`config.mk`:
```
export PLATFORM = sky130hd
export DESIGN_NAME = circular_linked_list_engine
export DESIGN_NICKNAME = d
export VERILOG_FILES = /design/src/rtl/cll_pkg.sv /design/src/rtl/cll_node_mem.sv /design/src/rtl/cll_ctrl.sv /design/src/rtl/circular_linked_list_engine.sv
export SDC_FILE = /design/constraint.sdc
export NUM_CORES = 2
export LEC_CHECK = 0
export ABC_AREA = 1
export BUFFER_PORTS_ARGS = -buffer_cell sky130_fd_sc_hd__buf_2
export CAP_MARGIN = 20
export CORE_ASPECT_RATIO = 0.75
export CORE_UTILIZATION = 30
export CTS_CLUSTER_SIZE = 12
export DETAILED_ROUTE_END_ITERATION = 7
export GPL_TIMING_DRIVEN = 0
export MAX_ROUTING_LAYER = met4
export PLACE_DENSITY_LB_ADDON = 0.05
export SKIP_LAST_GASP = 1
export SLEW_MARGIN = 20
export SYNTH_ARGS = -nofsm -noshare
export SYNTH_HDL_FRONTEND = slang
export SYNTH_HIERARCHICAL = 1
export SYNTH_SLANG_ARGS = --single-unit
```
`constraint.sdc`:
```
create_clock -name clk_i -period 14.55 [get_ports clk_i]
set_clock_uncertainty 0.1 [all_clocks]
set_input_delay 0.7275 -clock clk_i [delete_from_list [all_inputs] [get_ports clk_i]]
set_output_delay 0.7275 -clock clk_i [all_outputs]
set_load 0.05 [all_outputs]
```
`src/rtl/cll_pkg.sv`:
```
package cll_pkg;

  localparam int CAPACITY   = 32;
  localparam int DATA_WIDTH = 32;
  localparam int IDX_W      = (CAPACITY > 1) ? $clog2(CAPACITY) : 1;
  localparam int CNT_W      = $clog2(CAPACITY + 1);

  typedef enum logic [2:0] {
    OP_ADD_FRONT,
    OP_ADD_AFTER,
    OP_ADD_BACK,
    OP_DEL_FRONT,
    OP_DEL_BACK,
    OP_DEL_KEY
  } op_e;

  typedef enum logic [1:0] {
    ST_OK,
    ST_EMPTY,
    ST_NOTFOUND,
    ST_FULL
  } status_e;

  typedef enum logic [3:0] {
    S_IDLE,
    S_FIND,
    S_INS_A,
    S_INS_B,
    S_INS_C,
    S_DEL_RD,
    S_WALK,
    S_DEL_LINK,
    S_DEL_FREE
  } state_e;

  typedef enum logic [1:0] {
    DK_HEAD,
    DK_TAIL,
    DK_MID
  } del_kind_e;

  typedef struct packed {
    logic [IDX_W-1:0]      raddr;
    logic                  val_we;
    logic [IDX_W-1:0]      val_waddr;
    logic [DATA_WIDTH-1:0] val_wdata;
    logic                  nxt_we;
    logic [IDX_W-1:0]      nxt_waddr;
    logic [IDX_W-1:0]      nxt_wdata;
  } mem_req_t;

  typedef struct packed {
    logic [DATA_WIDTH-1:0] value;
    logic [IDX_W-1:0]      next;
  } mem_rsp_t;

  // free list chain after reset: i points at i+1, last wraps to 0
  function automatic logic [IDX_W-1:0] next_init(input logic [IDX_W-1:0] i);
    logic [IDX_W:0] inc;
    inc = {1'b0, i} + (IDX_W+1)'(1);
    return (inc == (IDX_W+1)'(CAPACITY)) ? '0 : inc[IDX_W-1:0];
  endfunction

  // store the low data bits of the sign-extended input
  function automatic logic [DATA_WIDTH-1:0] to_data(input logic [31:0] v);
    logic signed [31:0] sv;
    sv = signed'(v);
    return DATA_WIDTH'(sv);
  endfunction

  // stored value sign-extended, low 32 bits
  function automatic logic [31:0] out_val(input logic [DATA_WIDTH-1:0] d);
    logic signed [DATA_WIDTH-1:0] sd;
    sd = signed'(d);
    return 32'(sd);
  endfunction

endpackage

```
`src/rtl/cll_node_mem.sv`:
```
module cll_node_mem
  import cll_pkg::*;
(
  input  logic     clk_i,
  input  logic     rst_ni,
  input  mem_req_t req_i,
  output mem_rsp_t rsp_o
);

  logic [DATA_WIDTH-1:0] val_mem [CAPACITY];
  logic [IDX_W-1:0]      nxt_mem [CAPACITY];
  logic [CAPACITY-1:0]   nxt_vld_q;

  logic [DATA_WIDTH-1:0] val_rd_q;
  logic [IDX_W-1:0]      nxt_rd_q;
  logic                  vld_rd_q;
  logic [IDX_W-1:0]      raddr_q;

  // next entries not yet written read as the reset free chain
  always_ff @(posedge clk_i or negedge rst_ni) begin
    if (!rst_ni) begin
      nxt_vld_q <= '0;
    end else if (req_i.nxt_we) begin
      nxt_vld_q[req_i.nxt_waddr] <= 1'b1;
    end
  end

  always_ff @(posedge clk_i) begin
    if (req_i.val_we) begin
      val_mem[req_i.val_waddr] <= req_i.val_wdata;
    end
    if (req_i.nxt_we) begin
      nxt_mem[req_i.nxt_waddr] <= req_i.nxt_wdata;
    end
    val_rd_q <= val_mem[req_i.raddr];
    nxt_rd_q <= nxt_mem[req_i.raddr];
    vld_rd_q <= nxt_vld_q[req_i.raddr];
    raddr_q  <= req_i.raddr;
  end

  assign rsp_o.value = val_rd_q;
  assign rsp_o.next  = vld_rd_q ? nxt_rd_q : next_init(raddr_q);

endmodule

```
`src/rtl/cll_ctrl.sv`:
```
module cll_ctrl
  import cll_pkg::*;
(
  input  logic        clk_i,
  input  logic        rst_ni,
  input  logic        start,
  output logic        busy,
  input  logic [2:0]  op_i,
  input  logic [31:0] value_i,
  input  logic [31:0] key_i,
  output mem_req_t    req_o,
  input  mem_rsp_t    rsp_i,
  output logic        done_o,
  output logic [1:0]  status_o,
  output logic [31:0] removed_value_o,
  output logic [5:0]  count_o
);

  state_e                st_q, st_d;
  op_e                   op_q, op_d;
  del_kind_e             kind_q, kind_d;
  logic [DATA_WIDTH-1:0] val_q, val_d;
  logic [DATA_WIDTH-1:0] key_q, key_d;
  logic [DATA_WIDTH-1:0] rm_q, rm_d;
  logic [IDX_W-1:0]      p_q, p_d;
  logic [IDX_W-1:0]      q_q, q_d;
  logic [IDX_W-1:0]      n_q, n_d;
  logic [IDX_W-1:0]      link_q, link_d;
  logic [IDX_W-1:0]      pred_q, pred_d;
  logic [CNT_W-1:0]      rem_q, rem_d;
  logic [IDX_W-1:0]      head_q, head_d;
  logic [IDX_W-1:0]      tail_q, tail_d;
  logic [IDX_W-1:0]      free_q, free_d;
  logic [CNT_W-1:0]      count_q, count_d;
  logic                  done_q, done_d;
  status_e               status_q, status_d;
  logic [31:0]           removed_q, removed_d;

  logic full, empty, multi;

  assign full  = (count_q >= CNT_W'(CAPACITY));
  assign empty = (count_q == '0);
  assign multi = (count_q > CNT_W'(1));

  always_ff @(posedge clk_i or negedge rst_ni) begin
    if (!rst_ni) begin
      st_q    <= S_IDLE;
      head_q  <= '0;
      tail_q  <= '0;
      free_q  <= '0;
      count_q <= '0;
      done_q  <= 1'b0;
    end else begin
      st_q    <= st_d;
      head_q  <= head_d;
      tail_q  <= tail_d;
      free_q  <= free_d;
      count_q <= count_d;
      done_q  <= done_d;
    end
  end

  always_ff @(posedge clk_i) begin
    op_q      <= op_d;
    kind_q    <= kind_d;
    val_q     <= val_d;
    key_q     <= key_d;
    rm_q      <= rm_d;
    p_q       <= p_d;
    q_q       <= q_d;
    n_q       <= n_d;
    link_q    <= link_d;
    pred_q    <= pred_d;
    rem_q     <= rem_d;
    status_q  <= status_d;
    removed_q <= removed_d;
  end

  always_comb begin
    st_d      = st_q;
    op_d      = op_q;
    kind_d    = kind_q;
    val_d     = val_q;
    key_d     = key_q;
    rm_d      = rm_q;
    p_d       = p_q;
    q_d       = q_q;
    n_d       = n_q;
    link_d    = link_q;
    pred_d    = pred_q;
    rem_d     = rem_q;
    head_d    = head_q;
    tail_d    = tail_q;
    free_d    = free_q;
    count_d   = count_q;
    done_d    = 1'b0;
    status_d  = status_q;
    removed_d = removed_q;
    req_o     = '0;

    unique case (st_q)
      S_IDLE: begin
        if (start) begin
          op_d      = op_e'(op_i);
          val_d     = to_data(value_i);
          key_d     = to_data(key_i);
          status_d  = ST_OK;
          removed_d = '0;
          unique case (op_i)
            OP_ADD_FRONT, OP_ADD_BACK: begin
              if (full) begin
                status_d = ST_FULL;
                done_d   = 1'b1;
              end else begin
                link_d = empty ? free_q : head_q;
                pred_d = tail_q;
                st_d   = S_INS_A;
              end
            end
            OP_ADD_AFTER, OP_DEL_KEY: begin
              if (empty) begin
                status_d = ST_EMPTY;
                done_d   = 1'b1;
              end else if (full && op_i == OP_ADD_AFTER) begin
                status_d = ST_FULL;
                done_d   = 1'b1;
              end else begin
                req_o.raddr = head_q;
                p_d         = head_q;
                q_d         = tail_q;
                rem_d       = count_q - CNT_W'(1);
                st_d        = S_FIND;
              end
            end
            OP_DEL_FRONT: begin
              if (empty) begin
                status_d = ST_EMPTY;
                done_d   = 1'b1;
              end else begin
                req_o.raddr = head_q;
                n_d         = head_q;
                pred_d      = tail_q;
                kind_d      = DK_HEAD;
                st_d        = S_DEL_RD;
              end
            end
            OP_DEL_BACK: begin
              if (empty) begin
                status_d = ST_EMPTY;
                done_d   = 1'b1;
              end else begin
                req_o.raddr = tail_q;
                n_d         = tail_q;
                kind_d      = DK_TAIL;
                st_d        = S_DEL_RD;
              end
            end
            default: begin
              done_d = 1'b1;
            end
          endcase
        end
      end

      // data for node p is on the read port
      S_FIND: begin
        if (rsp_i.value == key_q) begin
          if (op_q == OP_ADD_AFTER) begin
            pred_d = p_q;
            link_d = rsp_i.next;
            st_d   = S_INS_A;
          end else if (p_q == head_q) begin
            req_o.raddr = p_q;
            n_d         = p_q;
            pred_d      = tail_q;
            kind_d      = DK_HEAD;
            st_d        = S_DEL_RD;
          end else if (p_q == tail_q) begin
            req_o.raddr = tail_q;
            n_d         = tail_q;
            kind_d      = DK_TAIL;
            st_d        = S_DEL_RD;
          end else begin
            rm_d   = rsp_i.value;
            n_d    = p_q;
            pred_d = q_q;
            link_d = rsp_i.next;
            kind_d = DK_MID;
            st_d   = S_DEL_LINK;
          end
        end else if (rem_q == '0) begin
          status_d = ST_NOTFOUND;
          done_d   = 1'b1;
          st_d     = S_IDLE;
        end else begin
          req_o.raddr = rsp_i.next;
          q_d         = p_q;
          p_d         = rsp_i.next;
          rem_d       = rem_q - CNT_W'(1);
        end
      end

      // take the free head, fetch its successor on the free list
      S_INS_A: begin
        req_o.raddr     = free_q;
        req_o.val_we    = 1'b1;
        req_o.val_waddr = free_q;
        req_o.val_wdata = val_q;
        n_d             = free_q;
        st_d            = S_INS_B;
      end

      S_INS_B: begin
        free_d          = rsp_i.next;
        req_o.nxt_we    = 1'b1;
        req_o.nxt_waddr = n_q;
        req_o.nxt_wdata = link_q;
        if (empty) begin
          head_d   = n_q;
          tail_d   = n_q;
          count_d  = count_q + CNT_W'(1);
          done_d   = 1'b1;
          st_d     = S_IDLE;
        end else begin
          st_d = S_INS_C;
        end
      end

      S_INS_C: begin
        req_o.nxt_we    = 1'b1;
        req_o.nxt_waddr = pred_q;
        req_o.nxt_wdata = n_q;
        if (op_q == OP_ADD_FRONT) begin
          head_d = n_q;
        end else if (op_q == OP_ADD_BACK || pred_q == tail_q) begin
          tail_d = n_q;
        end
        count_d = count_q + CNT_W'(1);
        done_d  = 1'b1;
        st_d    = S_IDLE;
      end

      // victim value and successor are on the read port
      S_DEL_RD: begin
        rm_d = rsp_i.value;
        if (!multi) begin
          st_d = S_DEL_FREE;
        end else if (kind_q == DK_HEAD) begin
          head_d = rsp_i.next;
          link_d = rsp_i.next;
          st_d   = S_DEL_LINK;
        end else begin
          // predecessor of the tail sits count-2 hops from the head
          link_d = head_q;
          if (count_q == CNT_W'(2)) begin
            pred_d = head_q;
            st_d   = S_DEL_LINK;
          end else begin
            req_o.raddr = head_q;
            rem_d       = count_q - CNT_W'(3);
            st_d        = S_WALK;
          end
        end
      end

      S_WALK: begin
        if (rem_q == '0) begin
          pred_d = rsp_i.next;
          st_d   = S_DEL_LINK;
        end else begin
          req_o.raddr = rsp_i.next;
          rem_d       = rem_q - CNT_W'(1);
        end
      end

      S_DEL_LINK: begin
        req_o.nxt_we    = 1'b1;
        req_o.nxt_waddr = pred_q;
        req_o.nxt_wdata = link_q;
        if (kind_q == DK_TAIL) begin
          tail_d = pred_q;
        end
        st_d = S_DEL_FREE;
      end

      S_DEL_FREE: begin
        req_o.nxt_we    = 1'b1;
        req_o.nxt_waddr = n_q;
        req_o.nxt_wdata = free_q;
        free_d          = n_q;
        count_d         = count_q - CNT_W'(1);
        removed_d       = out_val(rm_q);
        done_d          = 1'b1;
        st_d            = S_IDLE;
      end

      default: begin
        st_d = S_IDLE;
      end
    endcase
  end

  assign busy            = (st_q != S_IDLE);
  assign done_o          = done_q;
  assign status_o        = status_q;
  assign removed_value_o = removed_q;
  assign count_o         = 6'(count_q);

endmodule

```
`src/rtl/circular_linked_list_engine.sv`:
```
// circular singly linked list engine with a free list of spare nodes
//
// command channel: an operation is taken at a rising edge with start high
// and busy low; op_i, value_i and key_i are sampled at that edge only.
// result channel: done_o is high for exactly one cycle, with status_o,
// removed_value_o and count_o valid in that cycle; the receiver cannot
// hold results off, one result per command.
// steps from the accepting edge to the done cycle:
//   full, empty, unknown op: done straight from idle, busy stays low
//   add front / add back: take a free node, link it, relink its predecessor
//   delete front: read the victim, relink, free; delete back may also walk
//   to the tail's predecessor; add after key / delete key: search node by
//   node, then insert or unlink as above, or end with not found
// the key search and the tail predecessor walk each read one node per
// cycle from the single read port of the node memories; busy drops in
// the done cycle and the next command may be issued there.
// reset: empty list, all nodes on the free list; next pointers come out
// of reset through per-entry valid bits, so there is no clearing pass.
module circular_linked_list_engine
  import cll_pkg::*;
(
  input  logic        clk_i,
  input  logic        rst_ni,
  input  logic        start,
  output logic        busy,
  input  logic [2:0]  op_i,
  input  logic [31:0] value_i,
  input  logic [31:0] key_i,
  output logic        done_o,
  output logic [1:0]  status_o,
  output logic [31:0] removed_value_o,
  output logic [5:0]  count_o
);

  // memory request from the sequencer, registered read data back
  mem_req_t mem_req;
  mem_rsp_t mem_rsp;

  // sequencer: holds head, tail, free head and count, walks the list
  cll_ctrl u_ctrl (
    .clk_i           (clk_i),
    .rst_ni          (rst_ni),
    .start           (start),
    .busy            (busy),
    .op_i            (op_i),
    .value_i         (value_i),
    .key_i           (key_i),
    .req_o           (mem_req),
    .rsp_i           (mem_rsp),
    .done_o          (done_o),
    .status_o        (status_o),
    .removed_value_o (removed_value_o),
    .count_o         (count_o)
  );

  // node value and next pointer memories, one read address per cycle
  cll_node_mem u_mem (
    .clk_i  (clk_i),
    .rst_ni (rst_ni),
    .req_i  (mem_req),
    .rsp_o  (mem_rsp)
  );

endmodule
```
== Word level (Yosys, flattened, before mapping) ==
Memory sizes are Yosys's and may differ from the RTL's. A register that Yosys moved wholly into a read port is not among the register bits.
Index checks and enable logic that the tools add are counted.
Operators by class
  $add $sub $neg: 5
  order comparisons: 5
  equal/unequal tests: 58
  muxes and demuxes: 144
  bitwise gates (word level): 1
  reductions and logical operators: 38
Operators by type and width (count)
  $mux W5: 59
  $mux W32: 5
  $pmux W32 S2: 2
  $pmux W5 S3: 5
  $mux W6: 10
  $pmux W5 S2: 5
  $mux W4: 12
  $pmux W11 S4: 1
  $mux W38: 1
  $eq A32 B32 Y1: 1
  $or A32 B32 Y32: 1
  $mux W2: 14
  $ne A2 B2 Y1 const B: 14
  $pmux W4 S7: 1
  $pmux W5 S5: 1
  $ne A3 B3 Y1 const B: 8
  $pmux W6 S4: 1
  $pmux W5 S4: 1
  $ne A2 B1 Y1 const B: 9
  $pmux W6 S3: 1
  $eq A4 B3 Y1 const B: 4
  $reduce_and A8 Y1: 2
  $eq A5 B5 Y1: 3
  $mux W1: 15
  other kinds (46): 75
Storage, ports and cells
  bits in registers: 230
  RAM bits: 1184
  input port bits: 70
  output and inout port bits: 42
  logic and storage cells: 275
  memories: 2
Memory list
  u_mem.val_mem: words 32, bits a word 32, rd ports 1, clocked after memory_dff 1, wr ports 1, RTL line cll_node_mem.sv:10  | logic [DATA_WIDTH-1:0] val_mem [CAPACITY];
  u_mem.nxt_mem: words 32, bits a word 5, rd ports 1, clocked after memory_dff 1, wr ports 1, RTL line cll_node_mem.sv:11  | logic [IDX_W-1:0] nxt_mem [CAPACITY];

== Longest topological paths before layout ==
  depth after elaboration: 9
  depth in mapped cells: 26
  gate-level depth less buffers: 22

== By module ==
The synthesis kept the hierarchy.
Modules (own cells, without submodules)
  cll_node_mem: times used 1, cells each 4292, area an instance 50250.7 µm², sequential area each 37215.7 µm²
  cll_ctrl: times used 1, cells each 1073, area an instance 9824.4 µm², sequential area each 5635.4 µm²

== Worst setup path after synthesis ==
OpenSTA, ideal clock, no wires.
  path type: reg-to-reg
  start: register u_ctrl.st_q[1]
  end: register u_mem.val_rd_q[28], read port of u_mem.val_mem
  library setup time: 0.112 ns
  arrival time: 5.158 ns
  data required time: 14.338 ns
  path slack: 9.180 ns
  stages on the path, launching flop included: 20
  path buffers: 3
  period minus slack after synthesis: 5.370 ns
  cell sequence: dfrtp_1 -> nor2_2 -> nand2_1 -> nor2_1 -> nand2_1 -> clkinv_1 -> nand2_1 -> nand2_1 -> nor2_1 -> nand2_1 -> buf_4 -> buf_2 -> buf_1 -> nand3_1 -> nand3_1 -> nand2_1 -> nand2_1 -> nand2_1 -> nand2_1 -> nand2_1
RTL lines
  from (decl): RTL line cll_ctrl.sv:19  | state_e st_q, st_d;
  from (signal assigned): RTL line cll_ctrl.sv:54  | st_q <= st_d;
  to (decl): RTL line cll_node_mem.sv:14  | logic [DATA_WIDTH-1:0] val_rd_q;

==> summary.txt <==
Worst Path Arrival: 6590 ps
fillers: 19,700
final setup fails: 0
first-pass GRT wire length: 308,000 microns
routed vias/inst: 4.85
worst r2r path cells: 18
Tmin final: 6000 ps
Main synth FF type: edfxtp_1
Clock Latency Late Sink: 800 ps
number of enable flip-flop cells after synthesis: 1,350
Die Wd: 519 microns
wire per inst: 25.6 microns
hold path depth: 1
Synth warnings: 6
Stages on worst setup path: 18
number of global-route vias before repair: 39,700
detailed-route via count: 41,500
async set-reset flop share out of synthesis: 4.00%
Critical Path End Type: register
most frequent cells in the layout: 1,934 x nand2_1, 1,350 x edfxtp_1, 990 x nand3_1, 284 x buf_2, 180 x inv_1
Root Driver: clkbuf_16
Final Power: 16.1 mW
syn avg cell area: 11.2 sq um
TritonCTS clock tree: built
Buffers & Inverters on Critical Path: 6
drt total wl: 219,000 microns
initial DRC count: 3,970
CORE AREA: 0.198 sq mm
WP data required: 15,140 ps
initial antenna violation count: 17
cells after synthesis: 5,365
DRC viols: 0
Synth Net Count: 5,441
Worst path slowest cell: nor2_1
Starting Density: 30.3%
GRT Residual Overflow: 0
Reg clk slew, reported paths: 60 ps
CTS Sinks: 1,451
layout net count: 5,865
post-synthesis register bit count: 1,451
PwrDens: 223 mW/mm^2
register area share after synthesis: 71.3%
Final HPWL DP: 158,000 microns
Top Ports: 112
synthesis-to-layout area growth: 19.9%
CP delay by family, top: buffers and inverters
MaxCap Viol Count: 0
critical path's largest stage delay: 840 ps
VDD IR max: 139 uV
critical-path cell list: nor2_2 > inv_2 > nor2_2 > inv_2 > buf_2 > nor2_1 > a21oi_1 > a21boi_1 > nand3_1 > buf_2 > buf_2 > buf_1 > nand3_1 > nand2_1 > nand2_1 > nand2_1 > nand2_1 > nand2_1
Crit Path Category: reg -> reg
layout cell share with drive strength beyond 1: 12.9%
Pre-Repair DR Iteration Count: 7
final hold violations: 0
Slew Viols, Final: 0
Clock Tree Buf Depth: 3
IO Port Bufs: 111
worst slew pin tran: 1210 ps
Die H: 390 microns
Num CTS Buffers: 155
most frequent CP cell: nand2_1
Row Count: 141
outcome: complete, no violations
H-tree depth: 4
Setup TNS: 0 ps
top post-synthesis cells by area: edfxtp_1 67%, nand2_1 12%, nand3_1 8.2%
Post-CTS Resized: 0
Die Footprint: 0.202 sq mm
RSZ-0062 raised after global routing: no
Leak Pwr: 27.1 nW
Total GRT Usage: 22.2%
Tcrit/Tclk final: 41.2%
Worst slew margin: 19.3%
Critical Path Start Type: register
Crit Path Max Fanout: 10
post-synth top area share: 67.5%
dominant cell type by area after synthesis: edfxtp_1
Yosys cell types: 52
pin count of the biggest net entering global routing: 37
Routed Antenna Nets: 0
Post-Syn Area: 0.0601 sq mm
Hold WC Path Type: in -> reg
Peak Freq: 167 MHz
routability cong.: 0.835
commonest non-fill, non-tap cell in the layout: nand2_1
-- final timing paths --
kind | from | end | slack [ps]
min reg2reg | u_mem/val_rd_q[20]$_DFF_P_ | u_ctrl/rm_q[20]$_DFFE_PP_ | 350
max reg2reg | u_ctrl/st_q[3]$_DFFE_PN0P_ | u_mem/val_rd_q[31]$_DFF_P_ | 8550
max in group asynchronous | rst_ni | u_ctrl/count_o[4]$_DFFE_PN0P_ | 13340
max | u_ctrl/st_q[3]$_DFFE_PN0P_ | u_mem/val_rd_q[31]$_DFF_P_ | 8550
min | value_i[1] | u_ctrl/val_q[1]$_DFFE_PP_ | 50
min in group asynchronous | rst_ni | u_mem/nxt_vld_q[8]$_DFFE_PN0P_ | 380
-- cell type report --
| type | instances | area, sq um | share of cell area [%] |
|---|---|---|---|
| well taps | 2645 | 3310 | 4.60 |
| clock buffers | 216 | 4240 | 5.89 |
| inverters | 200 | 753 | 1.05 |
| clock inverters | 62 | 556 | 0.771 |
| multi-input cells | 3431 | 15600 | 21.7 |
| repair buffers | 267 | 3220 | 4.47 |
| plain buffers | 283 | 1460 | 2.02 |
| diodes | 3 | 7.51 | 0.0104 |
| flip-flops and latches | 1451 | 42900 | 59.5 |
-- cells in the mapped netlist (2+ instances only) --
master,count
a31oi_1,3
or2_2,32
o22ai_1,11
buf_2,171
clkbuf_1,53
nor2_4,3
nor3_2,3
buf_6,13
nand3_1,990
nor3_1,10
o211ai_1,15
dfrtp_1,58
o21ai_0,61
ha_1,6
xnor2_1,28
nand4_1,2
a21boi_1,2
nand2_1,1934
inv_2,18
nor2_2,9
nand2_2,5
buf_1,29
o221ai_1,11
xor2_1,26
a221oi_1,3
edfxtp_1,1350
a21oi_1,23
inv_1,180
buf_4,16
o21ai_1,15
dfxtp_1,43
nand3b_1,3
nor2_1,220
-- state kept, by name, indices dropped and copies added (netlist names), 3 cells and up --
name and cells:
u_ctrl/count_o 6, u_ctrl/free_q 5, u_ctrl/head_q 5, u_ctrl/key_q 32, u_ctrl/link_q 5, u_ctrl/n_q 5
u_ctrl/op_q 3, u_ctrl/p_q 5, u_ctrl/pred_q 5, u_ctrl/q_q 5, u_ctrl/rem_q 6, u_ctrl/removed_value_o 32
u_ctrl/rm_q 32, u_ctrl/st_q 4, u_ctrl/tail_q 5, u_ctrl/val_q 32, u_mem/nxt_mem 160, u_mem/nxt_rd_q 5
u_mem/nxt_vld_q 32, u_mem/raddr_q 5, u_mem/val_mem 1024, u_mem/val_rd_q 32
-- per-stage QoR --
step | setup WS, ps | hold WS [ps] | instances | utilization [%] | instance area, sq um
2_1_floorplan | 9180 | 329 | 5365 | - | 60100
5_1_grt | 8420 | 4.60 | 8556 | 36.4 | 72000
3_5_place_dp | 8520 | 345 | 8215 | 33.6 | 66600
4_1_cts | 8570 | 0.897 | 8555 | 36.4 | 72000
3_3_place_gp | 4230 | 339 | 8121 | 32.3 | 63900
6_report | 8550 | 50.0 | 8558 | 36.4 | 72000
-- timing repair --
action | CTS | global route
hold buffers | 62 | 0
buffers inserted | 0 | 0
hold endpoints to repair | 96 | 0
-- worst reg2reg max path, stage by stage (launching register included) --
cell      delay [ps]
dfrtp_1          450
nor2_2           240
inv_2            110
nor2_2           250
inv_2            140
buf_2            340
nor2_1           850
a21oi_1           70
a21boi_1         170
nand3_1          190
buf_2            560
buf_2            650
buf_1            840
nand3_1          290
nand2_1          140
nand2_1           50
nand2_1          180
nand2_1           70
nand2_1          210
-- power by group --
| part | total [mW] | internal, mW | leakage, nW | switching (mW) |
|---|---|---|---|---|
| Clock | 3.86 | 2.15 | 2.32 | 1.71 |
| Sequential | 5.31 | 5.13 | 13.6 | 0.178 |
| Combinational | 6.92 | 1.67 | 11.1 | 5.25 |
| Total | 16.1 | 8.95 | 27.1 | 7.14 |
-- layer usage --
layer / global-route usage, % / routed length, microns / part of all wire [%] / vias to the layer above
li1: - / - / - / 19300
met1: 34.3 / 113000 / 52 / 20800
met2: 30.8 / 90700 / 41 / 1173
met3: 3.02 / 12000 / 5.5 / 212
met4: 4.09 / 3630 / 1.7 / 0
met5: - / 0 / 0 / -
-- kinds of logic (layout without fill, tap and decap cells) --
group                    count (synthesis)  after routing  share of synthesized area (%)
adder cells (fa/ha/maj)                  6              6                          0.125
XOR/XNOR                                54             54                          0.787
AO/OA/AOI/OAI                          152            152                           1.53
AND/OR/NAND/NOR                       3218           3218                           22.5
buffers and inverters                  483           1028                           3.66
flip-flops                            1451           1451                           71.3
multiplexers                             1              1                         0.0187
other                                    0              3                              0
No activity file was read; power rests on OpenSTA's default activity.
